<file path="src/rtl/core/assert_macros.svh">
// Assertion macros used by the framebuffer controller RTL.
// In synthesis builds the macros expand to nothing.
`ifndef ASSERT_MACROS_SVH
`define ASSERT_MACROS_SVH

`ifndef SYNTHESIS

// The property must hold at every clock edge outside reset.
`define PFE_ASSERT(name, clk, rst_n, prop) \
  name: assert property (@(posedge clk) disable iff (!rst_n) (prop)) \
    else $error("pfe assertion failed");

// The condition must never be true at a clock edge outside reset.
`define PFE_ASSERT_NEVER(name, clk, rst_n, cond) \
  name: assert property (@(posedge clk) disable iff (!rst_n) !(cond)) \
    else $error("pfe forbidden condition seen");

`else

`define PFE_ASSERT(name, clk, rst_n, prop)
`define PFE_ASSERT_NEVER(name, clk, rst_n, cond)

`endif

`endif

</file>
<file path="src/rtl/core/pfe_pkg.sv">
package pfe_pkg;

  localparam int SCREEN_WIDTH  = 84;
  localparam int SCREEN_HEIGHT = 48;
  localparam int PAGE_ROWS     = 8;
  localparam int PAGE_COUNT    = SCREEN_HEIGHT / PAGE_ROWS;
  localparam int STORE_BYTES   = SCREEN_WIDTH * PAGE_COUNT;

  localparam int ADDR_W   = $clog2(STORE_BYTES);
  localparam int COLX_W   = $clog2(SCREEN_WIDTH);
  localparam int PAGE_W   = (PAGE_COUNT > 1) ? $clog2(PAGE_COUNT) : 1;
  localparam int COL_BITS = PAGE_COUNT * PAGE_ROWS;
  localparam int BYTE_W   = PAGE_ROWS;
  localparam int BIT_W    = $clog2(PAGE_ROWS);

  localparam int OP_W     = 3;
  localparam int PIX_W    = 8;
  localparam int SCROLL_W = 7;
  localparam int IDX_W    = 9;

  typedef enum logic [OP_W-1:0] {
    OP_SET    = 3'd0,
    OP_CLEAR  = 3'd1,
    OP_FILL   = 3'd2,
    OP_SCROLL = 3'd3,
    OP_READ   = 3'd4
  } pfe_op_e;

  typedef enum logic [3:0] {
    ST_CLEAR,
    ST_IDLE,
    ST_MEM_RD,
    ST_PIX_WR,
    ST_RD_CAP,
    ST_FILL,
    ST_SC_LOAD,
    ST_SC_WAIT,
    ST_SC_SHIFT,
    ST_SC_STORE,
    ST_DONE
  } pfe_state_e;

  typedef struct packed {
    logic                       valid;
    logic [OP_W-1:0]            opcode;
    logic [PIX_W-1:0]           pixel_x;
    logic [PIX_W-1:0]           pixel_y;
    logic [BYTE_W-1:0]          fill_value;
    logic signed [SCROLL_W-1:0] scroll_rows;
    logic [IDX_W-1:0]           read_index;
  } pfe_req_t;

  typedef struct packed {
    logic                load;
    logic [PAGE_W-1:0]   load_page;
    logic [BYTE_W-1:0]   load_byte;
    logic                shift;
    logic                up;
    logic [SCROLL_W-1:0] mag;
    logic [PAGE_W-1:0]   rd_page;
  } pfe_col_cmd_t;

  typedef struct packed {
    logic              done;
    logic [BYTE_W-1:0] data;
  } pfe_res_t;

  function automatic logic [BYTE_W-1:0] pfe_bitrev(input logic [BYTE_W-1:0] v);
    logic [BYTE_W-1:0] r;
    for (int i = 0; i < BYTE_W; i++) begin
      r[i] = v[BYTE_W-1-i];
    end
    return r;
  endfunction

endpackage

</file>
<file path="src/rtl/core/pfe_ctrl.sv">
`include "assert_macros.svh"

module pfe_ctrl (
  input  logic                       clk_i,
  input  logic                       rst_ni,
  input  pfe_pkg::pfe_req_t          req_i,
  output logic                       req_ready_o,
  input  logic                       rotate_i,
  input  logic                       slot_free_i,
  output pfe_pkg::pfe_res_t          res_o,
  output logic                       ram_we_o,
  output logic [pfe_pkg::ADDR_W-1:0] ram_waddr_o,
  output logic [pfe_pkg::BYTE_W-1:0] ram_wdata_o,
  output logic                       ram_re_o,
  output logic [pfe_pkg::ADDR_W-1:0] ram_raddr_o,
  input  logic [pfe_pkg::BYTE_W-1:0] ram_rdata_i,
  output pfe_pkg::pfe_col_cmd_t      col_cmd_o,
  input  logic [pfe_pkg::BYTE_W-1:0] col_byte_i
);
  import pfe_pkg::*;

  pfe_state_e          state_q, state_d;
  logic [ADDR_W-1:0]   addr_q, addr_d;
  logic [COLX_W-1:0]   colx_q, colx_d;
  logic [PAGE_W-1:0]   page_q, page_d;
  logic                ld_vld_q, ld_vld_d;
  logic [PAGE_W-1:0]   ld_page_q, ld_page_d;
  logic [BYTE_W-1:0]   fill_q, fill_d;
  logic [OP_W-1:0]     op_q, op_d;
  logic [BIT_W-1:0]    bit_q, bit_d;
  logic                up_q, up_d;
  logic [SCROLL_W-1:0] mag_q, mag_d;
  logic [BYTE_W-1:0]   result_q, result_d;

  logic                pix_ok;
  logic                rd_ok;
  logic [ADDR_W-1:0]   pix_addr;
  logic [ADDR_W-1:0]   rd_addr;
  logic [SCROLL_W-1:0] raw;
  logic [BYTE_W-1:0]   mask;
  logic [ADDR_W-1:0]   next_col;

  assign pix_ok = (int'(req_i.pixel_x) < SCREEN_WIDTH)
               && (int'(req_i.pixel_y) < SCREEN_HEIGHT)
               && (int'(req_i.pixel_y) < PAGE_COUNT * PAGE_ROWS);
  assign pix_addr = ADDR_W'(int'(req_i.pixel_x)
                  + SCREEN_WIDTH * int'(req_i.pixel_y[PIX_W-1:BIT_W]));
  assign rd_ok = int'(req_i.read_index) < STORE_BYTES;
  assign rd_addr = rotate_i ? ADDR_W'(STORE_BYTES - 1 - int'(req_i.read_index))
                            : ADDR_W'(req_i.read_index);
  assign raw = req_i.scroll_rows;
  assign mask = BYTE_W'(1) << bit_q;
  assign next_col = ADDR_W'(colx_q) + ADDR_W'(1);

  always_ff @(posedge clk_i or negedge rst_ni) begin
    if (!rst_ni) begin
      state_q  <= ST_CLEAR;
      addr_q   <= '0;
      colx_q   <= '0;
      page_q   <= '0;
      ld_vld_q <= 1'b0;
      fill_q   <= '0;
      op_q     <= '0;
    end else begin
      state_q  <= state_d;
      addr_q   <= addr_d;
      colx_q   <= colx_d;
      page_q   <= page_d;
      ld_vld_q <= ld_vld_d;
      fill_q   <= fill_d;
      op_q     <= op_d;
    end
  end

  always_ff @(posedge clk_i) begin
    ld_page_q <= ld_page_d;
    bit_q     <= bit_d;
    up_q      <= up_d;
    mag_q     <= mag_d;
    result_q  <= result_d;
  end

  always_comb begin
    state_d     = state_q;
    addr_d      = addr_q;
    colx_d      = colx_q;
    page_d      = page_q;
    ld_vld_d    = 1'b0;
    ld_page_d   = page_q;
    fill_d      = fill_q;
    op_d        = op_q;
    bit_d       = bit_q;
    up_d        = up_q;
    mag_d       = mag_q;
    result_d    = result_q;
    req_ready_o = 1'b0;
    res_o       = '{done: 1'b0, data: result_q};
    ram_we_o    = 1'b0;
    ram_waddr_o = addr_q;
    ram_wdata_o = fill_q;
    ram_re_o    = 1'b0;
    ram_raddr_o = addr_q;

    col_cmd_o.load      = ld_vld_q;
    col_cmd_o.load_page = ld_page_q;
    col_cmd_o.load_byte = ram_rdata_i;
    col_cmd_o.shift     = 1'b0;
    col_cmd_o.up        = up_q;
    col_cmd_o.mag       = mag_q;
    col_cmd_o.rd_page   = page_q;

    case (state_q)
      // Zero the store once after reset, one byte per cycle.
      ST_CLEAR: begin
        ram_we_o    = 1'b1;
        ram_wdata_o = '0;
        addr_d      = addr_q + ADDR_W'(1);
        if (addr_q == ADDR_W'(STORE_BYTES - 1)) begin
          addr_d  = '0;
          state_d = ST_IDLE;
        end
      end
      ST_IDLE: begin
        req_ready_o = 1'b1;
        if (req_i.valid) begin
          op_d     = req_i.opcode;
          result_d = '0;
          state_d  = ST_DONE;
          case (pfe_op_e'(req_i.opcode))
            OP_SET, OP_CLEAR: begin
              addr_d = pix_addr;
              bit_d  = req_i.pixel_y[BIT_W-1:0];
              if (pix_ok) begin
                state_d = ST_MEM_RD;
              end
            end
            OP_FILL: begin
              fill_d  = req_i.fill_value;
              addr_d  = '0;
              state_d = ST_FILL;
            end
            OP_SCROLL: begin
              up_d    = !raw[SCROLL_W-1] && (raw != '0);
              mag_d   = raw[SCROLL_W-1] ? SCROLL_W'(~raw + SCROLL_W'(1)) : raw;
              addr_d  = '0;
              colx_d  = '0;
              page_d  = '0;
              state_d = ST_SC_LOAD;
            end
            OP_READ: begin
              addr_d = rd_addr;
              if (rd_ok) begin
                state_d = ST_MEM_RD;
              end
            end
            default: begin
              state_d = ST_DONE;
            end
          endcase
        end
      end
      ST_MEM_RD: begin
        ram_re_o = 1'b1;
        state_d  = (pfe_op_e'(op_q) == OP_READ) ? ST_RD_CAP : ST_PIX_WR;
      end
      ST_PIX_WR: begin
        ram_we_o    = 1'b1;
        ram_wdata_o = (pfe_op_e'(op_q) == OP_SET) ? (ram_rdata_i | mask)
                                                  : (ram_rdata_i & ~mask);
        state_d     = ST_DONE;
      end
      ST_RD_CAP: begin
        result_d = rotate_i ? pfe_bitrev(ram_rdata_i) : ram_rdata_i;
        state_d  = ST_DONE;
      end
      ST_FILL: begin
        ram_we_o = 1'b1;
        addr_d   = addr_q + ADDR_W'(1);
        if (addr_q == ADDR_W'(STORE_BYTES - 1)) begin
          state_d = ST_DONE;
        end
      end
      // Read the pages of one column; each byte passes through the store's read
      // register before it is loaded into the column register.
      ST_SC_LOAD: begin
        ram_re_o  = 1'b1;
        ld_vld_d  = 1'b1;
        ld_page_d = page_q;
        addr_d    = addr_q + ADDR_W'(SCREEN_WIDTH);
        page_d    = page_q + PAGE_W'(1);
        if (page_q == PAGE_W'(PAGE_COUNT - 1)) begin
          addr_d  = ADDR_W'(colx_q);
          page_d  = '0;
          state_d = ST_SC_WAIT;
        end
      end
      ST_SC_WAIT: begin
        state_d = ST_SC_SHIFT;
      end
      ST_SC_SHIFT: begin
        col_cmd_o.shift = 1'b1;
        state_d         = ST_SC_STORE;
      end
      ST_SC_STORE: begin
        ram_we_o    = 1'b1;
        ram_wdata_o = col_byte_i;
        addr_d      = addr_q + ADDR_W'(SCREEN_WIDTH);
        page_d      = page_q + PAGE_W'(1);
        if (page_q == PAGE_W'(PAGE_COUNT - 1)) begin
          page_d = '0;
          if (colx_q == COLX_W'(SCREEN_WIDTH - 1)) begin
            state_d = ST_DONE;
          end else begin
            colx_d  = colx_q + COLX_W'(1);
            addr_d  = next_col;
            state_d = ST_SC_LOAD;
          end
        end
      end
      ST_DONE: begin
        if (slot_free_i) begin
          res_o.done = 1'b1;
          state_d    = ST_IDLE;
        end
      end
      default: begin
        state_d = ST_IDLE;
      end
    endcase
  end

  `PFE_ASSERT(a_wr_addr_range, clk_i, rst_ni, ram_we_o |-> (int'(ram_waddr_o) < STORE_BYTES))
  `PFE_ASSERT(a_rd_addr_range, clk_i, rst_ni, ram_re_o |-> (int'(ram_raddr_o) < STORE_BYTES))
  `PFE_ASSERT(a_busy_after_accept, clk_i, rst_ni, (req_i.valid && req_ready_o) |=> !req_ready_o)
  `PFE_ASSERT_NEVER(a_no_rw_overlap, clk_i, rst_ni, ram_we_o && ram_re_o)

endmodule

</file>
<file path="config.mk">
export PLATFORM = sky130hd
export DESIGN_NAME = pfe_ctrl
export DESIGN_NICKNAME = d
export VERILOG_FILES = /design/src/rtl/core/pfe_pkg.sv /design/src/rtl/core/pfe_ctrl.sv
export VERILOG_INCLUDE_DIRS = /design/src /design/src/rtl/core
export SDC_FILE = /design/constraint.sdc
export NUM_CORES = 1
export LEC_CHECK = 0
export ABC_CLOCK_PERIOD_IN_PS = 2600
export BUFFER_PORTS_ARGS = -buffer_cell sky130_fd_sc_hd__buf_2
export CORE_AREA = 2 2 109 111
export CTS_CLUSTER_DIAMETER = 200
export CTS_CLUSTER_SIZE = 20
export DETAILED_ROUTE_END_ITERATION = 10
export DIE_AREA = 0 0 111 113
export PLACE_DENSITY_LB_ADDON = 0.05
export RECOVER_POWER = 100
export SYNTH_ARGS = -nofsm -noshare
export SYNTH_HDL_FRONTEND = slang
export SYNTH_SLANG_ARGS = --single-unit
export TNS_END_PERCENT = 10
</file>
<file path="constraint.sdc">
create_clock -name clk_i -period 2.6 [get_ports clk_i]
set_input_delay 0.52 -clock clk_i [delete_from_list [all_inputs] [get_ports clk_i]]
set_output_delay 0.52 -clock clk_i [all_outputs]
set_load 0.02 [all_outputs]
</file>
# == After elaboration in Yosys (flattened, before gate mapping) ==
# Index checks and enable logic that the tools add are counted.
# classes
n_eq_ne,27
n_lt_le_gt_ge,3
n_addsub,8
shift,1
bitwise_logic,4
reduce_logical,27
n_mux,42
div_mod_pow,0
n_mul,1
# ops
op,n
9-bit two-way mux,6
9-bit case mux with 5 select lines,1
4-bit case mux with 10 select lines,1
4-bit two-way mux,9
7-bit two-way mux,4
9-bit case mux with 3 select lines,1
8-bit two-way mux,3
8-bit case mux with 3 select lines,1
"4-bit by 3-bit equality test with 1-bit output, second input constant",4
4-bit case mux with 4 select lines,1
8-bit case mux with 2 select lines,1
3-bit AND reduction,5
"7-bit by 1-bit adder with 7-bit output, second input constant",2
"2-bit inequality test, second input constant",7
7-bit case mux with 2 select lines,1
"4-bit equality test, second input constant",3
3-bit two-way mux,4
2-bit OR reduction,5
8-bit by 9-bit adder with 9-bit output,1
"9-bit by 1-bit adder with 9-bit output, second input constant",1
"9-bit by 7-bit adder with 9-bit output, second input constant",1
"3-bit equality test, second input constant",3
"9-bit equality test, second input constant",1
"9-bit less-than comparator, second input constant",1
32 further kinds,46
# word_totals
input_bits,64
word_cells,126
output_inout_bits,62
register_bits,57
ram_bits,0
rom_bits,0
memories,0
latch_bits,0

# == Longest topological paths before layout ==
# Gate-level depths: netlist of the first run.
# depth
word_depth,7
mapped_depth,13

# == Worst setup path after synthesis of the first run ==
# Ideal clock, no wire load.
# synth_path
path_kind,input to register
start,in req_i[29] (netlist bit)
end,"reg addr_q[7], in the netlist ram_raddr_o[7]"
required_time_ps,2534
cell_stages,13
path_slack_ps,-565
n_path_buf,0
t_arrival_ps,3099
setup_ps,66
path_cell_list,ha_1 inv_1 fa_1 inv_1 ha_1 xor2_1 ha_1 or3b_2 a21oi_1 a41o_1 nor2_1 o32ai_1 a221o_1
# synth_via
elab_chain_len,5
# synth_rtl
element,line,text
from (decl),pfe_ctrl.sv:6,"input pfe_pkg::pfe_req_t req_i,"
5-bit by 5-bit multiplier with 7-bit output,pfe_ctrl.sv:47,+ SCREEN_WIDTH * int'(req_i.pixel_y[PIX_W-1:BIT_W]));
8-bit by 9-bit adder with 9-bit output,pfe_ctrl.sv:47,
9-bit case mux with 3 select lines,pfe_ctrl.sv:129,case (pfe_op_e'(req_i.opcode))
9-bit two-way mux,pfe_ctrl.sv:125,if (req_i.valid) begin
9-bit case mux with 5 select lines,pfe_ctrl.sv:112,case (state_q)
to (signal assigned),pfe_ctrl.sv:66,addr_q <= addr_d;
to (decl),pfe_ctrl.sv:23,"logic [ADDR_W-1:0] addr_q, addr_d;"
# Every way passes these cells. The select of a mux whose other input is x is not followed.
# A chain may end at the register's enable or synchronous reset.

# == Worst setup path in the final report of the first run ==
# Ends and elaborated chain as after synthesis.

==> results of run 1 <==
cells in the mapped netlist (all sizes together) (4+ instances only):
cell and instances:
o21ai 39, a21o 6, o31ai 6, nor2 48, a221o 10, ha 19, dfrtp 35, or3b 4
clkbuf 13, nor3 8, o21a 4, xnor2 14, nand4 5, and3 10, a21oi 16, mux2 12
nand3b 5, buf 32, o22ai 6, xor2 6, a22oi 4, a22o 4, nand2b 7, edfxtp 19
mux2i 16, a31oi 8, or3 6, inv 15, nand3 16, nand2 42
registers in the layout, summed over array words and instances, names as in the netlist:
register and flops:
mag_q 7, colx_q 7, fill_q 8, ram_raddr_o 9
ld_page_q 3, result_q 8, ld_page_d 3, bit_q 3
state_q 4, ld_vld_q 1, up_q 1, op_q 3
timing repair:
item	in CTS	in global routing
resized for setup	11	21
buffers inserted	1	0
pin swaps	6	7
gates cloned	0	0
setup endpoints to repair	11	12
power by group through the flow:
stage / Sequential, W / Combinational, W / Clock [W]
2_1_floorplan: 0.000951 / 0.000232 / 0
3_3_place_gp: 0.000948 / 0.000399 / 0
3_5_place_dp: 0.000948 / 0.000407 / 0
4_1_cts: 0.000931 / 0.000427 / 0.00129
5_1_grt: 0.000931 / 0.000477 / 0.00134
6_report: 0.000931 / 0.000429 / 0.00127
worst paths after layout:
kind	from	end	slack [ps]	cells after the start
setup reg to reg	state_q[2]	fill_q[2]	10	6
hold reg to reg	ld_page_d[1]	ld_page_q[1]	450	0
max in group asynchronous	rst_ni	state_q[0]	430	1
hold / removal	req_i[24]	bit_q[0]	370	1
min in group asynchronous	rst_ni	fill_q[5]	810	1
setup / recovery	req_i[29]	ram_raddr_o[7]	-180	15
kinds of logic (layout without fill, tap and decap cells):
| kind of cell | after synthesis | in the layout | synth area share (%) |
|---|---|---|---|
| simple gates | 171 | 171 | 20.1 |
| flops | 57 | 57 | 33.7 |
| xor+xnor | 20 | 20 | 3.92 |
| mux | 28 | 28 | 7.28 |
| buf+inv | 61 | 183 | 7.47 |
| fa+ha+maj | 22 | 22 | 6.66 |
| compound gates | 132 | 132 | 20.8 |
final cells by class:
type	instances	share of cell area [%]
tap	143	3.22
timing repair buffer	151	14.3
multi-input combinational	373	48.4
clock inverter	6	1.30
inverter	16	1.10
sequential	57	27.1
clock buffer	10	4.50
metrics by stage:
stage                     std cells  total power [W]  area (um2)  setup TNS, ps
after global routing            756          0.00275        5560          -2130
after detailed placement        739          0.00135        5230          -1450
after CTS                       756          0.00265        5590           -756
final                           756          0.00263        5560           -178
after floorplan                 491          0.00118        4490           -471
after global placement          739          0.00135        5230          -1320
layout by cell type (no fill, tap or decap), types with 10 or more instances in the layout:
| cell | Yosys | layout |
|---|---|---|
| buf_2 | 8 | 61 |
| clkbuf_1 | 13 | 55 |
| nor2_1 | 46 | 45 |
| nand2_1 | 41 | 42 |
| dfrtp_1 | 35 | 33 |
| o21ai_0 | 31 | 30 |
| buf_4 | 21 | 25 |
| edfxtp_1 | 19 | 19 |
| nand3_1 | 15 | 16 |
| mux2i_1 | 16 | 16 |
| ha_1 | 19 | 15 |
| xnor2_1 | 14 | 14 |
| inv_1 | 14 | 12 |
| a21oi_1 | 13 | 12 |
| a221o_1 | 10 | 10 |
| clkbuf_16 | 0 | 10 |
metal layers:
| layer | part of all wire, % | track usage [%] | routed length, um | up-vias |
|---|---|---|---|---|
| li1 | - | - | - | 2045 |
| met1 | 47 | 28.0 | 5810 | 1934 |
| met2 | 46 | 31.0 | 5700 | 130 |
| met3 | 5.2 | 3.70 | 652 | 22 |
| met4 | 2.4 | 8.25 | 305 | 0 |
| met5 | 0 | 0 | 0 | - |
critical path: stages:
cell	delay, ps
buf_8	100
ha_4	260
inv_2	30
fa_1	480
inv_2	50
ha_4	150
xor2_1	140
ha_1	300
buf_4	120
nand2b_1	120
a21oi_2	60
a41o_1	210
nor2_2	100
o32ai_2	80
a221o_1	260
==> results.md, run 1 <==
* F_max at 360 MHz
* Layout area overhead at 24.4%
* CTS Buf Count at 9
* Max-Cap Viols at 1
* Worst setup EP type: flop
* Core Rows at 39
* Tcrit/Tclk final at 107%
* Crit path max fanout at 4
* IO Count at 126
* Failing checks: max-capacitance violations, max-slew violations, negative setup slack
* Vias in the first global route at 3889
* Max-slew violations at 36
* CTS H-tree lvls at 3
* RePlAce Congestion at 0.894
* Yosys Warn Count at 0
* CORE AREA at 0.0113 mm2
* Comb pwr share at 16.3%
* Asr flop ratio synth at 61.4%
* Initial drt markers at 225
* Ant. Diodes at 0
* WL final at 12.5 mm
* Register area at 0.00151 mm2
* WP data arrival at 2990 ps
* Clock slew seen by the registers of the worst setup and hold paths at 60 ps
* Clock Skews at 6.33 ps
* Crit start category: primary input
* Share of the synthesized area in the top cell type at 19.6%
* 1st-pass router iterations at 4
* Mapped Cells at 491
* Post-DP HPWL at 9.50 mm
* Post-layout min period at 2780 ps
* Hold Buf Count CTS at 0
* Power Dens Cells at 472 mW/mm2
* Worst hold margin at 369 ps
* Leakage Power at 2.40 nW
* Latest clock arrival within the worst-skew pair at 330 ps
* Die Area at 0.0125 mm2
* DIE WIDTH at 111 um
* Setup repair after global routing missed its margin: yes
* Starting Density at 39.6%
* VDD IR max at 0.000205 V
* Clock network power share at 48.2%
* Nets at 694
* Most area-consuming cells after synthesis: dfrtp_1 20%, edfxtp_1 13%, ha_1 5.3%, nor2_1 3.9%, mux2i_1 3.6%
* Area of the multi-input gates at 0.00269 mm2
* Sequential Power Share at 35.5%
* Fin util at 49.3%
* Worst EP required at 2810 ps
* Min-delay worst type: primary input to flop
* Die Y at 113 um
* DRC Markers at 0
* Post-synth EDFFs at 19
* Clock sink count at 57
* Clk root buf: clkbuf_16
* Switching pwr at 0.000682 W
* Avg Vias per Cell at 5.46
* Synthesized cell area at 0.00447 mm2
* Synth cell types at 81
* Syn Nets at 577
* First-pass GRT wire length at 20.1 mm
* Share of cells above drive strength 1 at 24.5%
* Largest net degree at the start of global routing at 36
* Ys flop type: dfrtp_1
* CTS tree: yes
* Filler cells at 1115
* Tot GR Track Use at 20.1%
* Final setup fails at 1
* Seq/Total Area, Yosys at 33.7%
* Status: finished, violations left
* Vias post-DR at 4131
* #FFs+latches synth at 57
* Post-synth top area cell: dfrtp_1
* Switch share at 26.0%
* Slew Limit Headroom at -40.9%
* WS Path Type: primary input to flop
* Pre-CTS WS at -622 ps
* Maximum buffer depth of the clock tree at 2
* Internal Power at 0.00194 W
* PortBufs at 125
* Final ANT Viol Nets at 0
* Slew @ Worst Pin at 2110 ps
* Routed len/inst at 16.5 um
* Syn avg cell area at 9.10 um2
* Setup ws final at -178 ps
* Antenna violations before repair at 0
* Final hold violations at 0
* Overflow after GRT at 0
No activity file was read; power rests on OpenSTA's default activity.
==> inputs of run 2 (changes only) <==
ABC_CLOCK_PERIOD_IN_PS = 3370   (was 2600)
clock period = 3.37 ns   (was 2.6 ns; I/O delays follow)
==> run 2 against run 1 <==
- the run ends with max-capacitance violations, max-slew violations left
- global-route usage fell by 0.20 points
- clock power decreased by 22%
- utilization shrank 2.5 points
- wire length increased by 0.29%
- worst setup slack better by 360 ps
- largest cell class unchanged
- largest power group unchanged
- highest routed layer unchanged
==> results.md, run 2 (synthesized netlist as in run 1, its figures left out) <==
* First-pass GRT wire length at 20.2 mm (+0.17%)
* Clk root buf: clkbuf_16
* Fin util at 46.9% (-2.5 points)
* Hold Buf Count CTS at 0 (unchanged)
* Final setup fails at 0 (-1)
* Crit path max fanout at 4 (unchanged)
* Maximum buffer depth of the clock tree at 2 (unchanged)
* Status: finished, violations left
* WL final at 12.5 mm (+0.29%)
* Clock Skews at 6.13 ps (-0.194 ps)
* Share of cells above drive strength 1 at 17.2% (-7.3 points)
* Core Rows at 39 (unchanged)
* VDD IR max at 0.000225 V (+9.6%)
* Avg Vias per Cell at 5.48 (+0.31%)
* Vias post-DR at 4067 (-1.5%)
* Overflow after GRT at 0 (unchanged)
* WP data arrival at 3400 ps (+410 ps)
* Register area at 0.00151 mm2 (-0.17%)
* Setup ws final at 179 ps (+357 ps)
* Area of the multi-input gates at 0.00258 mm2 (-4.0%)
* Post-layout min period at 3190 ps
* CTS tree: yes
* Fin cells at 742 (-1.9%)
* PortBufs at 125 (unchanged)
* WS Path Type: primary input to flop
* Nets at 680 (-2.0%)
* Max-slew violations at 36 (unchanged)
* IO Count at 126 (unchanged)
* Switch share at 24.2% (-1.7 points)
* Latest clock arrival within the worst-skew pair at 330 ps (about the same)
* Final hold violations at 0 (unchanged)
* Post-DP HPWL at 9.39 mm (-1.2%)
* Switching pwr at 0.000484 W (-29%)
* Largest net degree at the start of global routing at 36 (unchanged)
* Clock slew seen by the registers of the worst setup and hold paths at 50 ps (about the same)
* Leakage Power at 2.26 nW (-5.7%)
* Cts repair resizes at 0 (-11)
* Worst EP required at 3580 ps (+770 ps)
* DRC Markers at 0 (unchanged)
* RePlAce Congestion at 0.810 (-9.4%)
* Setup TNS at 0 ps (+178 ps)
* Setup repair after global routing missed its margin: no
* Antenna violations before repair at 0 (unchanged)
* F_max at 313 MHz
* Starting Density at 39.6% (unchanged)
* Tcrit/Tclk final at 94.7%
* Comb pwr share at 14.6% (-1.7 points)
* Initial drt markers at 169 (-25%)
* Pre-CTS WS at -190 ps (+432 ps)
* Ant. Diodes at 0 (unchanged)
* Sequential Power Share at 36.0% (+0.5 points)
* Die Area at 0.0125 mm2 (unchanged)
* Failing checks: max-capacitance violations, max-slew violations
* Tot GR Track Use at 19.9% (-0.20 points)
* Max FFs per register at 9 (unchanged)
* Filler cells at 1146 (+2.8%)
* DIE WIDTH at 111 um (unchanged)
* Commonest non-fill, non-tap cell in the layout: clkbuf_1
* CTS H-tree lvls at 3 (unchanged)
* Clock sink count at 57 (unchanged)
* Final ANT Viol Nets at 0 (unchanged)
* Total setup buffers inserted after CTS at 0 (-1)
* CTS Buf Count at 9 (unchanged)
* Power Dens Cells at 378 mW/mm2 (-20%)
* Layout area overhead at 18.3%
* Clock network power share at 49.4% (+1.2 points)
* Die Y at 113 um (unchanged)
* Power, Total at 0.00200 W (-24%)
* Slew Limit Headroom at -35.2% (+5.7 points)
* Crit start category: primary input
* CORE AREA at 0.0113 mm2 (unchanged)
* Most frequent cells in the layout: 66 x clkbuf_1, 61 x buf_2, 48 x nor2_1, 42 x nand2_1
* Worst setup EP type: flop
* Min-delay worst type: flop to flop
* Slew @ Worst Pin at 2030 ps (-85.4 ps)
* Routed len/inst at 16.8 um (+2.2%)
* Max-Cap Viols at 1 (unchanged)
* Internal Power at 0.00152 W (-22%)
* 1st-pass router iterations at 4 (unchanged)
* Vias in the first global route at 3969 (+2.1%)
* Cell total after placement at 726 (-1.8%)
[run 2: path summary, 6_finish.rpt]
kind                                  end          from  slack, ps  depth (start not counted)
setup / recovery           ram_raddr_o[7]     req_i[29]        180                         15
hold / removal               ld_page_q[2]  ld_page_d[2]        460                          0
setup reg to reg                fill_q[1]    state_q[3]        310                          6
hold reg to reg              ld_page_q[2]  ld_page_d[2]        460                          0
max in group asynchronous         op_q[2]        rst_ni       1280                          1
min in group asynchronous       fill_q[2]        rst_ni        930                          1
[run 2: layer usage]
metal	up-vias	global-route usage (%)	routed length, um
met5	-	0	0
met3	8	3.86	584
met4	0	5.50	120
met2	107	33.4	5910
li1	2009	-	-
met1	1943	26.4	5890
[run 2: worst max-delay path, stage by stage]
cell	delay, ps
buf_2	110
ha_1	300
inv_1	60
fa_1	500
inv_1	60
ha_1	200
xor2_1	160
ha_1	290
buf_4	120
nand2b_1	120
a21oi_2	60
a41o_1	230
nor2_1	130
o32ai_2	90
a221o_1	290
[run 2: area by class of cell]
cell class	instances	share of cell area [%]
Sequential cell	57	28.5
Clock inverter	5	1.49
Multi-Input combinational cell	373	48.9
Clock buffer	11	4.59
Inverter	16	1.16
Tap cell	143	3.39
Timing Repair Buffer	137	12.0
[run 2: power groups by stage]
stage	sequential (W)	combinational [W]	clock, W
floorplan	0.000734	0.000172	0
global placement	0.000732	0.000286	0
detailed placement	0.000732	0.000291	0
CTS	0.000719	0.000294	0.00100
global route	0.000719	0.000326	0.00104
finish	0.000719	0.000293	0.000988
[run 2: metrics by stage]
stage	cell area, um2	hold slack [ps]
finish	5290	457
global placement	5110	431
CTS	5430	453
floorplan	4470	378
detailed placement	5110	448
global route	5290	482
==> inputs of run 3 (changes only) <==
CORE_AREA = 2 2 98 100   (was 2 2 109 111)
DIE_AREA = 0 0 100 102   (was 0 0 111 113)
GPL_TIMING_DRIVEN = 0   (was not set)
==> run 3 against run 2 <==
- combinational power about the same
- largest cell class unchanged
- critical path depth down 1
- non-clock buffer count is 33 higher
- wire length down 1.3%
- die area down 19%
- sequential cell count unchanged
- sequential share of layout area fell by 0.19 points
- the run still ends with max-capacitance violations, max-slew violations left
- fmax fell by 1.7%
- utilization up 12 points
- cell count rose by 0.13%
- global-route usage increased by 4.7 points
- highest routed layer unchanged
==> results.md, run 3 (synthesized netlist as in run 1, its figures left out) <==
* Commonest non-fill, non-tap cell in the layout: buf_2
* Share of cells above drive strength 1 at 21.2% (+4.0 points)
* Power, Total at 0.00170 W (-15%)
* Internal Power at 0.00121 W (-20%)
* Status: finished, violations left
* Final ANT Viol Nets at 0 (unchanged)
* WP data arrival at 3560 ps (+160 ps)
* DRC Markers at 0 (unchanged)
* Worst Path Buf+Inv at 3 (-1)
* Most frequent cells in the layout: 70 x buf_2, 68 x clkbuf_1, 48 x nor2_1, 42 x nand2_1, 36 x o21ai_0
* Leakage Power at 2.36 nW (+4.1%)
* Latest clock arrival within the worst-skew pair at 370 ps (+40 ps)
* DIE WIDTH at 100 um (-9.9%)
* 1st-pass router iterations at 5 (+1)
* RePlAce Congestion at 0.934 (+15%)
* Clock network power share at 40.6% (-8.8 points)
* Clk root buf: clkbuf_8
* IO Count at 126 (unchanged)
* Crit start category: primary input
* Tot GR Track Use at 24.6% (+4.7 points)
* Filler cells at 886 (-23%)
* Routed len/inst at 16.6 um (-1.5%)
* Worst setup EP type: flop
* Vias in the first global route at 3926 (-1.1%)
* Overflow after GRT at 0 (unchanged)
* Clock sink count at 57 (unchanged)
* PortBufs at 124 (-0.80%)
* Starting Density at 49.1% (+9.4 points)
* Max FFs per register at 9 (unchanged)
* Crit path max-delay cell type: fa_1
* Slew @ Worst Pin at 2040 ps (+13.0 ps)
* Crit path max fanout at 3 (-1)
* Layout area overhead at 19.0%
* Min-delay worst type: flop to flop
* Slew Limit Headroom at -36.0% (-0.87 points)
* CP Cell Sequence: buf_2 -> ha_1 -> inv_1 -> fa_1 -> inv_1 -> ha_1 -> xor2_1 -> ha_1 -> or3b_2 -> a21oi_1 -> a41o_1 -> nor2_1 -> o32ai_2 -> a221o_1
* Worst EP required at 3680 ps (+100 ps)
* Die Y at 102 um (-9.7%)
* CORE AREA at 0.00911 mm2 (-19%)
* CTS Buf Count at 9 (unchanged)
* Largest net degree at the start of global routing at 36 (unchanged)
* Power Dens Cells at 319 mW/mm2 (-16%)
* Die Area at 0.0102 mm2 (-19%)
* Cell mode on critical path: ha_1
* Final hold violations at 0 (unchanged)
* Core Rows at 35 (-10%)
* Crit-path max cell delay at 510 ps (about the same)
* Initial drt markers at 352 (+110%)
* Clock Skews at 22.6 ps (+16.5 ps)
* Setup TNS at 0 ps (unchanged)
* Setup repair after global routing missed its margin: no
* Clock slew seen by the registers of the worst setup and hold paths at 90 ps (+40 ps)
* Post-DP HPWL at 9.30 mm (-0.94%)
* Sequential Power Share at 42.3% (+6.3 points)
* Nets at 713 (+4.9%)
* Max-slew violations at 36 (unchanged)
* Final setup fails at 0 (unchanged)
* First-pass GRT wire length at 19.5 mm (-3.3%)
* CTS H-tree lvls at 3 (unchanged)
* WS Path Type: primary input to flop
* Antenna violations before repair at 0 (unchanged)
* WL final at 12.3 mm (-1.3%)
* VDD IR max at 0.000173 V (-23%)
* Switch share at 28.6% (+4.4 points)
* Comb pwr share at 17.1% (+2.5 points)
* Register area at 0.00151 mm2 (unchanged)
* Post-layout min period at 3240 ps (+53.9 ps)
* Max-Cap Viols at 1 (unchanged)
* Tcrit/Tclk final at 96.3% (+1.6 points)
* F_max at 308 MHz (-1.7%)
* Area of the multi-input gates at 0.00258 mm2 (-0.15%)
* Switching pwr at 0.000485 W (+0.14%)
* Failing checks: max-capacitance violations, max-slew violations
* Avg Vias per Cell at 5.72 (+4.4%)
* Placed instance area at 0.00523 mm2 (+2.4%)
* Maximum buffer depth of the clock tree at 2 (unchanged)
* Crit path max-delay family: adder cells
* Vias post-DR at 4253 (+4.6%)
* CTS tree: yes
* Final instance area at 0.00532 mm2 (+0.66%)
* Ant. Diodes at 0 (unchanged)
==> run 3: cell count changes in the layout (fill, tap and decap cells not counted), moves of 2 or more <==
cell	before	now
a21oi_2	4	2
a21oi_1	12	14
clkbuf_16	9	0
clkbuf_2	0	9
clkinv_4	0	2
buf_4	11	19
clkbuf_8	1	10
clkbuf_1	66	68
buf_2	61	70
clkbuf_4	0	3
==> run 3: metrics by stage <==
step | std cells | hold slack (ps) | utilization (%) | worst slack (ps)
floorplan | 491 | 378 | - | 50.9
global placement | 726 | 433 | 57.4 | -264
detailed placement | 726 | 441 | 57.4 | -312
CTS | 742 | 441 | 59.7 | 67.6
global route | 743 | 466 | 58.4 | 28.0
finish | 743 | 465 | 58.4 | 125
==> run 3: routing by layer <==
| metal | wire, um | GRT usage (%) |
|---|---|---|
| met5 | 0 | 0 |
| met2 | 5860 | 39.4 |
| met4 | 140 | 6.43 |
| met3 | 763 | 6.70 |
| met1 | 5570 | 33.1 |
==> run 3: layout make-up <==
cell class / count / area share (%)
buffer: 45 / 4.94
inverter: 16 / 1.15
timing repair buffer: 125 / 10.6
sequential: 57 / 28.3
clock buffer: 10 / 2.59
clock inverter: 6 / 1.27
multi-input combinational: 373 / 48.5
tap: 111 / 2.61
==> run 3: final timing paths <==
| path | end | slack, ps | cells after the start | start |
|---|---|---|---|---|
| hold / removal | ld_page_q[1] | 460 | 0 | ld_page_d[1] |
| setup / recovery | ram_raddr_o[7] | 130 | 14 | req_i[29] |
| min in group asynchronous | ram_raddr_o[3] | 880 | 1 | rst_ni |
| hold reg to reg | ld_page_q[1] | 460 | 0 | ld_page_d[1] |
| setup reg to reg | fill_q[1] | 390 | 8 | state_q[2] |
| max in group asynchronous | state_q[1] | 1300 | 1 | rst_ni |
==> run 3: power groups by stage <==
stage / combinational [W] / sequential, W / clock [W]
after global placement: 0.000275 / 0.000732 / 0
after detailed placement: 0.000284 / 0.000732 / 0
after global routing: 0.000325 / 0.000717 / 0.000730
after CTS: 0.000285 / 0.000717 / 0.000694
final: 0.000290 / 0.000717 / 0.000688
after floorplan: 0.000172 / 0.000734 / 0
==> run 3: repair_timing <==
| action | CTS | global route |
|---|---|---|
| hold buffers | 0 | 0 |
| buffers inserted | 0 | 1 |
| gates resized for setup | 0 | 1 |
| endpoints found under the setup margin | 0 | 1 |
